`config.mk`:
```
export PLATFORM = sky130hd
export DESIGN_NAME = ugns_div
export DESIGN_NICKNAME = d
export VERILOG_FILES = /design/src/design/ugns_pkg.sv /design/src/design/ugns_div.sv
export SDC_FILE = /design/constraint.sdc
export NUM_CORES = 1
export LEC_CHECK = 0
export BUFFER_PORTS_ARGS = -buffer_cell sky130_fd_sc_hd__buf_2
export CELL_PAD_IN_SITES_DETAIL_PLACEMENT = 1
export CELL_PAD_IN_SITES_GLOBAL_PLACEMENT = 1
export CORE_MARGIN = 2
export CORE_UTILIZATION = 43
export DETAILED_ROUTE_END_ITERATION = 6
export GPL_TIMING_DRIVEN = 0
export PLACE_DENSITY = 0.86
export SYNTH_ARGS = -nofsm -noshare
export SYNTH_HDL_FRONTEND = slang
export SYNTH_SLANG_ARGS = --single-unit
```
`constraint.sdc`:
```
create_clock -name clk -period 3.2 [get_ports clk]
set_clock_uncertainty 0.2 [all_clocks]
set_input_delay 0.16 -clock clk [delete_from_list [all_inputs] [get_ports clk]]
set_output_delay 0.16 -clock clk [all_outputs]
set_load 0.01 [all_outputs]
```
`src/design/ugns_pkg.sv`:
```
`timescale 1ns / 1ps
`default_nettype none
package ugns_pkg;

  localparam int GRID_DIM_DEF = 16;
  localparam int CELL_CAP_DEF = 4;
  localparam int POS_BITS     = 16;
  localparam int POS_W        = 16;
  localparam int CNT_W        = 3;

  localparam logic [POS_W-1:0] POS_MASK =
    (POS_BITS >= POS_W) ? {POS_W{1'b1}} : POS_W'((1 << POS_BITS) - 1);

  localparam logic [1:0] CMD_CLEAR  = 2'd0;
  localparam logic [1:0] CMD_INSERT = 2'd1;
  localparam logic [1:0] CMD_QUERY  = 2'd2;

  localparam logic [1:0] STAT_OK   = 2'd0;
  localparam logic [1:0] STAT_FULL = 2'd1;
  localparam logic [1:0] STAT_OUT  = 2'd2;

  localparam logic REG_CELL_SIZE = 1'b0;
  localparam logic REG_RANGE_H   = 1'b1;

  typedef enum logic [3:0] {
    ST_IDLE,
    ST_DIV,
    ST_INS_RD,
    ST_INS_WR,
    ST_Q_CELL,
    ST_Q_CNT,
    ST_Q_ENT,
    ST_Q_DRAIN,
    ST_Q_FIN
  } ugns_state_t;

endpackage
`default_nettype wire

```
`src/design/ugns_div.sv`:
```
`timescale 1ns / 1ps
`default_nettype none
module ugns_div import ugns_pkg::*; (
  input  wire logic             clk,
  input  wire logic             rst,
  input  wire logic             go,
  input  wire logic [POS_W-1:0] num,
  input  wire logic [POS_W-1:0] den,
  output logic      [POS_W-1:0] quo,
  output logic                  done
);

  localparam int CW = $clog2(POS_W + 1);

  logic [POS_W:0]   rem;
  logic [POS_W-1:0] q;
  logic [POS_W-1:0] d;
  logic [CW-1:0]    cnt;
  logic             run;
  logic [POS_W:0]   trial;
  logic             ge;

  // restoring division, one quotient bit a cycle
  assign trial = {rem[POS_W-1:0], q[POS_W-1]};
  assign ge    = trial >= {1'b0, d};
  assign quo   = q;

  always_ff @(posedge clk) begin
    if (rst) begin
      run  <= 1'b0;
      done <= 1'b0;
      cnt  <= '0;
    end else begin
      done <= 1'b0;
      if (go) begin
        run <= 1'b1;
        cnt <= '0;
      end else if (run) begin
        cnt <= cnt + CW'(1);
        if (cnt == CW'(POS_W - 1)) begin
          run  <= 1'b0;
          done <= 1'b1;
        end
      end
    end
  end

  always_ff @(posedge clk) begin
    if (go) begin
      rem <= '0;
      q   <= num;
      d   <= den;
    end else if (run) begin
      rem <= ge ? (trial - {1'b0, d}) : trial;
      q   <= {q[POS_W-2:0], ge};
    end
  end

endmodule
`default_nettype wire

```
==> flow_summary.ini, run 1 <==
[floorplan]
start_util = 0.441
dieArea_um2 = 8100
die-width_um = 90.0
row_count = 31
core_area_um2 = 7210
die_h_um = 90.0
ioPinCount = 52

[yosys]
syn-instance-count = 317
ys_warn_count = 0
synth_top_family_by_area = compound AO/OA/AOI/OAI gates
syn_area_um2 = 3180
synth-async-reset-ratio = 0
avgSynthCellArea_um2 = 10.0
synth_nets = 371
yosys.area_share.simple = 0.140
synth.distinct_cells = 55
synthMuxAreaShare = 0.0823
synth_ff_type = edfxtp_1
ys_seq_area_frac = 0.447
synth_edf_count = 32
synth-compound-area-share = 0.170
synth-adder-area-share = 0.0771
synth_xor_area_frac = 0.0275
synth-seq-cells = 55

[placed_design]
gp_congestion = 0.818
dpl_cell_area_um2 = 3560
hpwl_um = 6120
port_buffers = 51
place_inst = 467

[pwr]
ir_drop_uv = 223
p_leak_nw = 1.64
power_density_nw_per_um2 = 444

[routing]
drt-total-wl_um = 10000
detail-route-antenna-nets = 0
wl_per_cell_um = 19.7
drc = 0
first_pass_iters = 5
vias_per_cell = 5.80
vias = 2953
drtIter0Drc = 157

[worst_setup_path]
worstSetupPathType = flop to flop
cp-end-kind = flop
critPathRequiredTime_ns = 3.22
cp_slowest_cell = or4_1
worstPathCellList = inv_1 > ha_1 > buf_2 > nand4_1 > or4_1 > and4_4 > a31oi_4 > buf_4 > nand3_1 > a311oi_1
worst-path-buf-inv = 3
max_stage_delay_ns = 0.55
timing.rr.start = d[6]$_DFFE_PP_
crit_start = d[6]$_DFFE_PP_
start_kind = flop
critical_path.top_delay_family = simple AND/OR/NAND/NOR gates
arrival_ns = 3.03
worstPathMaxFanout = 10

[run]
drv_cap = 0

[cts]
cts_root_buffer = clkbuf_8
cts.sinks = 55
clk_latency_ns = 0.32
path_clk_slew_ns = 0.11
post-cts-setup-buffer-count = 0
clock_path_buffers = 2
cts_buffers = 5
cts_tree = built
h-tree-depth = 2

[sta]
setup_viol_count_final = 0
finalMaxSlewViolations = 0
worst_pin_slew_ns = 0.784
rsz0062_at_grt = no
final-hold-violation-count = 0
timing.final.crit_period_ns = 3.01
post-route-period-util = 0.940
hold_ws_ns = 0.110
timing.fmax_ghz = 0.333
max_slew_margin = 0.476
setup_tns_ns = 0

[grt]
grt_pass1_wl_um = 15900
antenna_found_initial = 1
first_global_vias = 3035
grt_max_degree = 18
track_usage = 0.248
overflow = 0

[finish]
utilization = 0.553
syn_to_final_growth_pct = 25.4
drive_gt1_frac = 0.213
fillers = 851
fin_area_um2 = 3990
fin_nets = 462
instances_no_fill = 509

[min_path]
hold_class = primary input to flop
hold_start = go

[outcome]
status = completed
## worst reg2reg max path, cell delays in order (launching register included)
cell and delay, ns:
edfxtp_1 0.33, inv_1 0.04, ha_1 0.25, buf_2 0.18, nand4_1 0.18, or4_1 0.55
and4_4 0.17, a31oi_4 0.33, buf_4 0.26, nand3_1 0.11, a311oi_1 0.28
## power breakdown
| group | leakage (nW) | internal, mW | switching [mW] |
|---|---|---|---|
| combinational | 1.09 | 0.218 | 0.295 |
| clock | 0.0454 | 0.158 | 0.250 |
| sequential | 0.507 | 0.813 | 0.0363 |
## cells by family (layout without fill, tap and decap cells)
family | after synthesis | count (layout)
and+or+nand+nor | 89 | 89
AOI/OAI and AO/OA | 78 | 78
DFF | 55 | 55
buffers and inverters | 42 | 134
muxes | 24 | 24
adders and majority gates | 19 | 19
xor gates and xnor gates | 10 | 10
other | 0 | 1
## cell usage after synthesis, types with 2 or more instances
cell type  count  area share
nor3_1         5      0.0079
a311o_1        2      0.0063
and3_1         5      0.0098
nand2_1       14       0.017
ha_1          18       0.071
nor2_1        32       0.038
o21ai_0        9       0.014
o211ai_1       3      0.0071
mux2i_1        7       0.022
mux2_2        17       0.060
xor2_1         4       0.011
and2_1         2      0.0039
o21a_1         3      0.0071
clkbuf_1      10       0.012
edfxtp_1      32        0.30
a21o_1         3      0.0071
buf_2          4      0.0063
a211oi_1      10       0.024
nand4_1        4      0.0079
dfxtp_1       23        0.14
a21oi_1       20       0.031
a31oi_1        2      0.0039
a221oi_1       2      0.0055
inv_1         24       0.028
o21bai_1       3      0.0071
nand3_1        8       0.013
a311oi_1       5       0.014
xnor2_1        6       0.017
nand2b_1      11       0.022
o21ai_1        4      0.0063
## state kept, by name, indices dropped and copies added, names as in the netlist
register  cells
d            16
quo          16
rem          16
cnt           5
done          1
run           1
## metrics by stage
| step | total power [mW] | setup WS (ns) |
|---|---|---|
| finish | 1.77 | 0.193 |
| global route | 1.85 | 0.0768 |
| CTS | 1.74 | 0.253 |
| detailed placement | 1.31 | 0.254 |
| global placement | 1.29 | 0.312 |
| floorplan | 1.17 | 0.598 |
## layout make-up
cell class,instances,area (um^2),share of cell area
well taps,99,124,0.0311
diodes,1,2.50,0.000628
multi-input cells,220,1590,0.398
repair buffers,84,586,0.147
clock inverters,2,17.5,0.00439
flip-flops and latches,55,1420,0.357
inverters,25,93.8,0.0235
plain buffers,17,81.3,0.0204
clock buffers,6,72.6,0.0182
## metal layers
metal | global-route usage | wire (um) | vias to the layer above | share of wire
li1 | - | - | 1340 | -
met1 | 0.308 | 4120 | 1447 | 0.41
met2 | 0.420 | 4860 | 124 | 0.48
met3 | 0.0369 | 477 | 42 | 0.048
met4 | 0.128 | 558 | 0 | 0.056
met5 | 0 | 0 | - | 0
## layout by cell type (no fill, tap or decap), types with 14 or more instances in the layout
master	n
dfxtp_1	23
nand2_1	14
ha_1	18
nor2_1	32
mux2_2	17
edfxtp_1	32
a21oi_1	20
dlygate4sd3_1	33
buf_2	55
inv_1	24
## path summary, 6_finish.rpt
check                               to  slack (ns)  depth (start not counted)
setup / recovery  rem[11]$_SDFFE_PP0P_        0.19                         10
hold / removal          d[2]$_DFFE_PP_        0.11                          1
setup reg to reg  rem[11]$_SDFFE_PP0P_        0.19                         10
hold reg to reg    rem[5]$_SDFFE_PP0P_        0.31                          2
## repair_timing
action                                 in CTS  in global routing
gates resized for setup                     0                  1
endpoints found under the hold margin      33                  0
hold buffers                               33                  0
setup endpoints to repair                   0                  1
(Power assumes the default switching activity.)
==> run 2: changes to the inputs <==
==> constraint.sdc (replaced) <==
create_clock -name clk -period 2.8 [get_ports clk]
set_clock_uncertainty 0.2 [all_clocks]
set_input_delay 0.14 -clock clk [delete_from_list [all_inputs] [get_ports clk]]
set_output_delay 0.14 -clock clk [all_outputs]
set_load 0.01 [all_outputs]
==> run 2 against run 1 <==
Compared with the run above:
- the flow now finishes with violations (design-rule violations, negative setup slack)
- register-to-register slack got worse by 0.41 ns
- sequential cell count unchanged
- critical endpoint is now rem[13]$_SDFFE_PP0P_
- critical path depth increased by 1
- maximum frequency decreased by 0.36%
- largest power group unchanged
- largest cell class unchanged
==> flow_summary.ini, run 2 (synthesized netlist as in run 1, its figures left out) <==
[outcome]
status = finished with violations
violations = design-rule violations, negative setup slack

[worst_setup_path]
worstPathMaxFanout = 7
start_kind = flop
ff2ff_setup_slack_ns = -0.22
timing.rr.start = d[11]$_DFFE_PP_
worstSetupPathType = flop to flop
critPathRequiredTime_ns = 2.76
arrival_ns = 2.97
reg2reg_depth = 11
cp-end-kind = flop
r2r_end = rem[13]$_SDFFE_PP0P_

[finish]
fin_nets = 472
final_common_cell = buf_2
final_cell_mix = buf_2 (51), dlygate4sd3_1 (33), nor2_1 (32), edfxtp_1 (32)
fin_area_um2 = 4290
drive_gt1_frac = 0.294
utilization = 0.595
syn_to_final_growth_pct = 34.9
antenna_cells = 0

[sta]
post-route-period-util = 1.08
timing.fmax_ghz = 0.331
timing.final.crit_period_ns = 3.02
setup_slack_ns = -0.218
finalMaxSlewViolations = 0
final-hold-violation-count = 0
max_slew_margin = 0.486
worst_pin_slew_ns = 0.770
rsz0062_at_grt = yes
setup_viol_count_final = 14

[pwr]
power_density_nw_per_um2 = 510
p_leak_nw = 1.73
ir_drop_uv = 261

[cts]
cts_root_buffer = clkbuf_8
clk_latency_ns = 0.33
cts_buffers = 5
clock_path_buffers = 2
h-tree-depth = 2
cts.sinks = 55
path_clk_slew_ns = 0.11
cts_tree = built

[floorplan]
start_util = 0.441
ioPinCount = 52
dieArea_um2 = 8100
die_h_um = 90.0
row_count = 31
die-width_um = 90.0
core_area_um2 = 7210

[grt]
first_global_vias = 3063
antenna_found_initial = 0
grt_pass1_wl_um = 16100
overflow = 0
track_usage = 0.253
grt_max_degree = 18

[placed_design]
gp_congestion = 0.818
dpl_cell_area_um2 = 3560
hpwl_um = 6120
dp_slack_ns = -0.146
port_buffers = 51

[min_path]
hold_start = go
holdPathStages = 1
worstHoldEndpoint = d[2]$_DFFE_PP_
hold_class = primary input to flop

[routing]
drc = 1
drt-total-wl_um = 12100
first_pass_iters = 7
drtIter0Drc = 398
detail-route-antenna-nets = 0
vias_per_cell = 6.19
wl_per_cell_um = 23.4
vias = 3208

[run]
drv_cap = 0
## run 2: cell types whose count changed in the layout (fill, tap and decap cells not counted), sizes merged
cell	change
buf	+11
diode	-1
clkbuf	-1
## run 2: layout make-up
class	instances	area (um^2)
tap	99	124
sequential	55	1420
inverter	25	93.8
clock buffer	6	72.6
multi-input combinational	220	1740
clock inverter	2	17.5
fill	820	2920
buffer	16	121
timing repair buffer	95	702
## run 2: worst max-delay path: stages (launching register included)
cell      delay [ns]
edfxtp_1        0.40
inv_2           0.09
ha_4            0.20
buf_6           0.14
buf_6           0.12
o21a_1          0.23
a21oi_4         0.21
and4_4          0.27
a31oi_4         0.10
buf_12          0.17
buf_4           0.16
o311ai_1        0.57
## run 2: power breakdown
part	leakage, nW	total, mW	internal [mW]	switching (mW)
sequential	0.507	0.975	0.930	0.0459
combinational	1.18	0.749	0.326	0.423
clock	0.0454	0.465	0.181	0.284
total	1.73	2.19	1.44	0.754
## run 2: worst max-delay path by stage
stage | to | cells past startpoint | start
floorplan | rem[14]$_SDFFE_PP0P_ | 10 | d[9]$_DFFE_PP_
global placement | rem[14]$_SDFFE_PP0P_ | 10 | d[9]$_DFFE_PP_
detailed placement | rem[11]$_SDFFE_PP0P_ | 10 | d[9]$_DFFE_PP_
CTS | rem[11]$_SDFFE_PP0P_ | 10 | d[6]$_DFFE_PP_
global route | rem[13]$_SDFFE_PP0P_ | 11 | d[11]$_DFFE_PP_
finish | rem[13]$_SDFFE_PP0P_ | 11 | d[11]$_DFFE_PP_
## run 2: routing by layer
metal  routed length, um  share of wire  GRT usage
met1                4590           0.38      0.301
met5                   0              0          0
met3                 977          0.080     0.0495
met4                 832          0.068      0.142
met2                5750           0.47      0.429
## run 2: per-stage QoR
| step | TNS (ns) | total power [mW] | cells | hold slack (ns) |
|---|---|---|---|---|
| 6_report | -0.888 | 2.19 | 518 | 0.0744 |
| 5_1_grt | -2.53 | 2.26 | 518 | 0.0962 |
| 4_1_cts | -0.0840 | 2.00 | 509 | 0.100 |
| 3_5_place_dp | -1.16 | 1.50 | 467 | 0.113 |
| 3_3_place_gp | -0.532 | 1.47 | 467 | 0.109 |
| 2_1_floorplan | 0 | 1.34 | 317 | 0.00907 |
## run 2: timing repair
| item | in CTS | in global routing |
|---|---|---|
| pin swaps | 1 | 22 |
| endpoints found under the hold margin | 33 | 0 |
| hold buffers | 33 | 0 |
| resized for setup | 1 | 53 |
| endpoints found under the setup margin | 14 | 16 |
| cloned | 0 | 2 |
| buffers inserted | 1 | 8 |
==> run 3: changes to the inputs <==
--- a/config.mk
+++ b/config.mk
@@ -10,6 +10,7 @@
 export CELL_PAD_IN_SITES_GLOBAL_PLACEMENT = 1
 export CORE_MARGIN = 2
 export CORE_UTILIZATION = 43
+export CTS_CLUSTER_SIZE = 14
 export DETAILED_ROUTE_END_ITERATION = 6
 export GPL_TIMING_DRIVEN = 0
 export PLACE_DENSITY = 0.86
==> constraint.sdc (replaced) <==
create_clock -name clk -period 3.69 [get_ports clk]
set_clock_uncertainty 0.2 [all_clocks]
set_input_delay 0.1845 -clock clk [delete_from_list [all_inputs] [get_ports clk]]
set_output_delay 0.1845 -clock clk [all_outputs]
set_load 0.01 [all_outputs]
==> run 3 against run 2 <==
Compared with the run above:
- the flow now finishes without violations
- utilization shrank 4.3 points
- combinational power shrank 41%
- cell area shrank 7.2%
- via count shrank 9.1%
- sequential cell count is the same
- global-route usage shrank 0.47 points
- register-to-register slack gained 0.86 ns
- count of clock-buffer cells in the layout is the same
- critical endpoint is now rem[14]$_SDFFE_PP0P_
- largest cell class unchanged
- highest routed layer unchanged
==> flow_summary.ini, run 3 (synthesized netlist as in run 1, its figures left out) <==
[cts]
cts.sinks = 55
post-cts-setup-buffer-count = 0
cts_buffers = 5
cts_tree = built
path_clk_slew_ns = 0.12
clock_path_buffers = 2
h-tree-depth = 2
clk_latency_ns = 0.33
cts_root_buffer = clkbuf_8

[floorplan]
dieArea_um2 = 8100
core_area_um2 = 7210
ioPinCount = 52
start_util = 0.441
die-width_um = 90.0
row_count = 31
die_h_um = 90.0

[pwr]
p_total_mw = 1.53
power_density_nw_per_um2 = 385
ir_drop_uv = 195
p_leak_nw = 1.64

[sta]
timing.fmax_ghz = 0.328
setup_viol_count_final = 0
rsz0062_at_grt = no
timing.final.crit_period_ns = 3.05
setup_tns_ns = 0
setup_slack_ns = 0.642
finalMaxSlewViolations = 0
final-hold-violation-count = 0
post-route-period-util = 0.826
worst_pin_slew_ns = 0.778
max_slew_margin = 0.480

[finish]
drive_gt1_frac = 0.210
utilization = 0.552
syn_to_final_growth_pct = 25.2
fillers = 852
fin_nets = 462
final_cell_mix = buf_2 (55), dlygate4sd3_1 (33), nor2_1 (32), edfxtp_1 (32), inv_1 (24)
instances_no_fill = 509
final_common_cell = buf_2

[worst_setup_path]
r2r_end = rem[14]$_SDFFE_PP0P_
arrival_ns = 3.07
worstPathCellList = inv_1 > ha_1 > fa_1 > nand2b_1 > a211oi_1 > o21bai_1 > a41oi_1 > xor2_1 > a311o_1
cp-endpoint = rem[14]$_SDFFE_PP0P_
crit_start = quo[15]$_DFFE_PP_
timing.rr.start = quo[15]$_DFFE_PP_
reg2reg_depth = 9
critPathRequiredTime_ns = 3.71
worstPathMaxFanout = 3
max_stage_delay_ns = 0.47
start_kind = flop
ff2ff_setup_slack_ns = 0.64
worstSetupPathType = flop to flop
cp-end-kind = flop
cp_slowest_cell = a211oi_1

[placed_design]
port_buffers = 51
gp_congestion = 0.818
place_inst = 467
dp_slack_ns = 0.744
hpwl_um = 6120

[routing]
drt-total-wl_um = 9950
drtIter0Drc = 150
drc = 0
first_pass_iters = 4
detail-route-antenna-nets = 0
vias = 2915
wl_per_cell_um = 19.6
vias_per_cell = 5.73

[grt]
antenna_found_initial = 1
grt_max_degree = 18
track_usage = 0.248
first_global_vias = 3035
overflow = 0
grt_pass1_wl_um = 15900

[min_path]
hold_class = primary input to flop
hold_start = go

[outcome]
status = completed

[run]
drv_cap = 0
run 3: critical path: cells and delay by family, from the launching register on:
family	cells	cell delay (ns)
XOR/XNOR	1	0.13
AO/OA/AOI/OAI	4	1.30
flip-flops	1	0.41
AND/OR/NAND/NOR	1	0.18
buffers and inverters	1	0.08
adder cells (fa/ha/maj)	2	0.64
run 3: per-stage QoR:
stage	area (um^2)	hold slack, ns
after floorplan	3180	0.0536
after global placement	3560	0.154
after detailed placement	3560	0.158
after CTS	3980	0.145
after global routing	3980	0.146
final	3980	0.122
run 3: final cells by class:
cell class,count,area [um^2],area share
multi-input cells,220,1580,0.398
flip-flops and latches,55,1420,0.357
repair buffers,84,586,0.147
well taps,99,124,0.0311
inverters,25,93.8,0.0236
plain buffers,17,81.3,0.0204
clock buffers,6,72.6,0.0182
clock inverters,2,17.5,0.00440
diodes,1,2.50,0.000629
run 3: repair_timing:
action                                 in CTS  in global routing
gates resized for setup                     0                  0
hold buffers                               33                  0
endpoints found under the hold margin      33                  0
run 3: worst min-delay path by stage:
| stage | to | slack [ns] | cells after the start |
|---|---|---|---|
| floorplan | run$_SDFF_PP0_ | 0.05 | 1 |
| global placement | run$_SDFF_PP0_ | 0.15 | 2 |
| detailed placement | run$_SDFF_PP0_ | 0.16 | 2 |
| CTS | d[2]$_DFFE_PP_ | 0.14 | 1 |
| global route | d[2]$_DFFE_PP_ | 0.15 | 1 |
| finish | d[2]$_DFFE_PP_ | 0.12 | 1 |
run 3: routing by layer:
layer,vias up,global-route usage,wire length [um]
met3,34,0.0369,608
met4,0,0.128,482
met5,-,0,0
li1,1344,-,-
met1,1426,0.308,3990
met2,111,0.420,4880
run 3: power by group:
group | switching (mW) | internal (mW)
logic | 0.253 | 0.189
clock network | 0.218 | 0.137
registers | 0.0316 | 0.705
total | 0.503 | 1.03
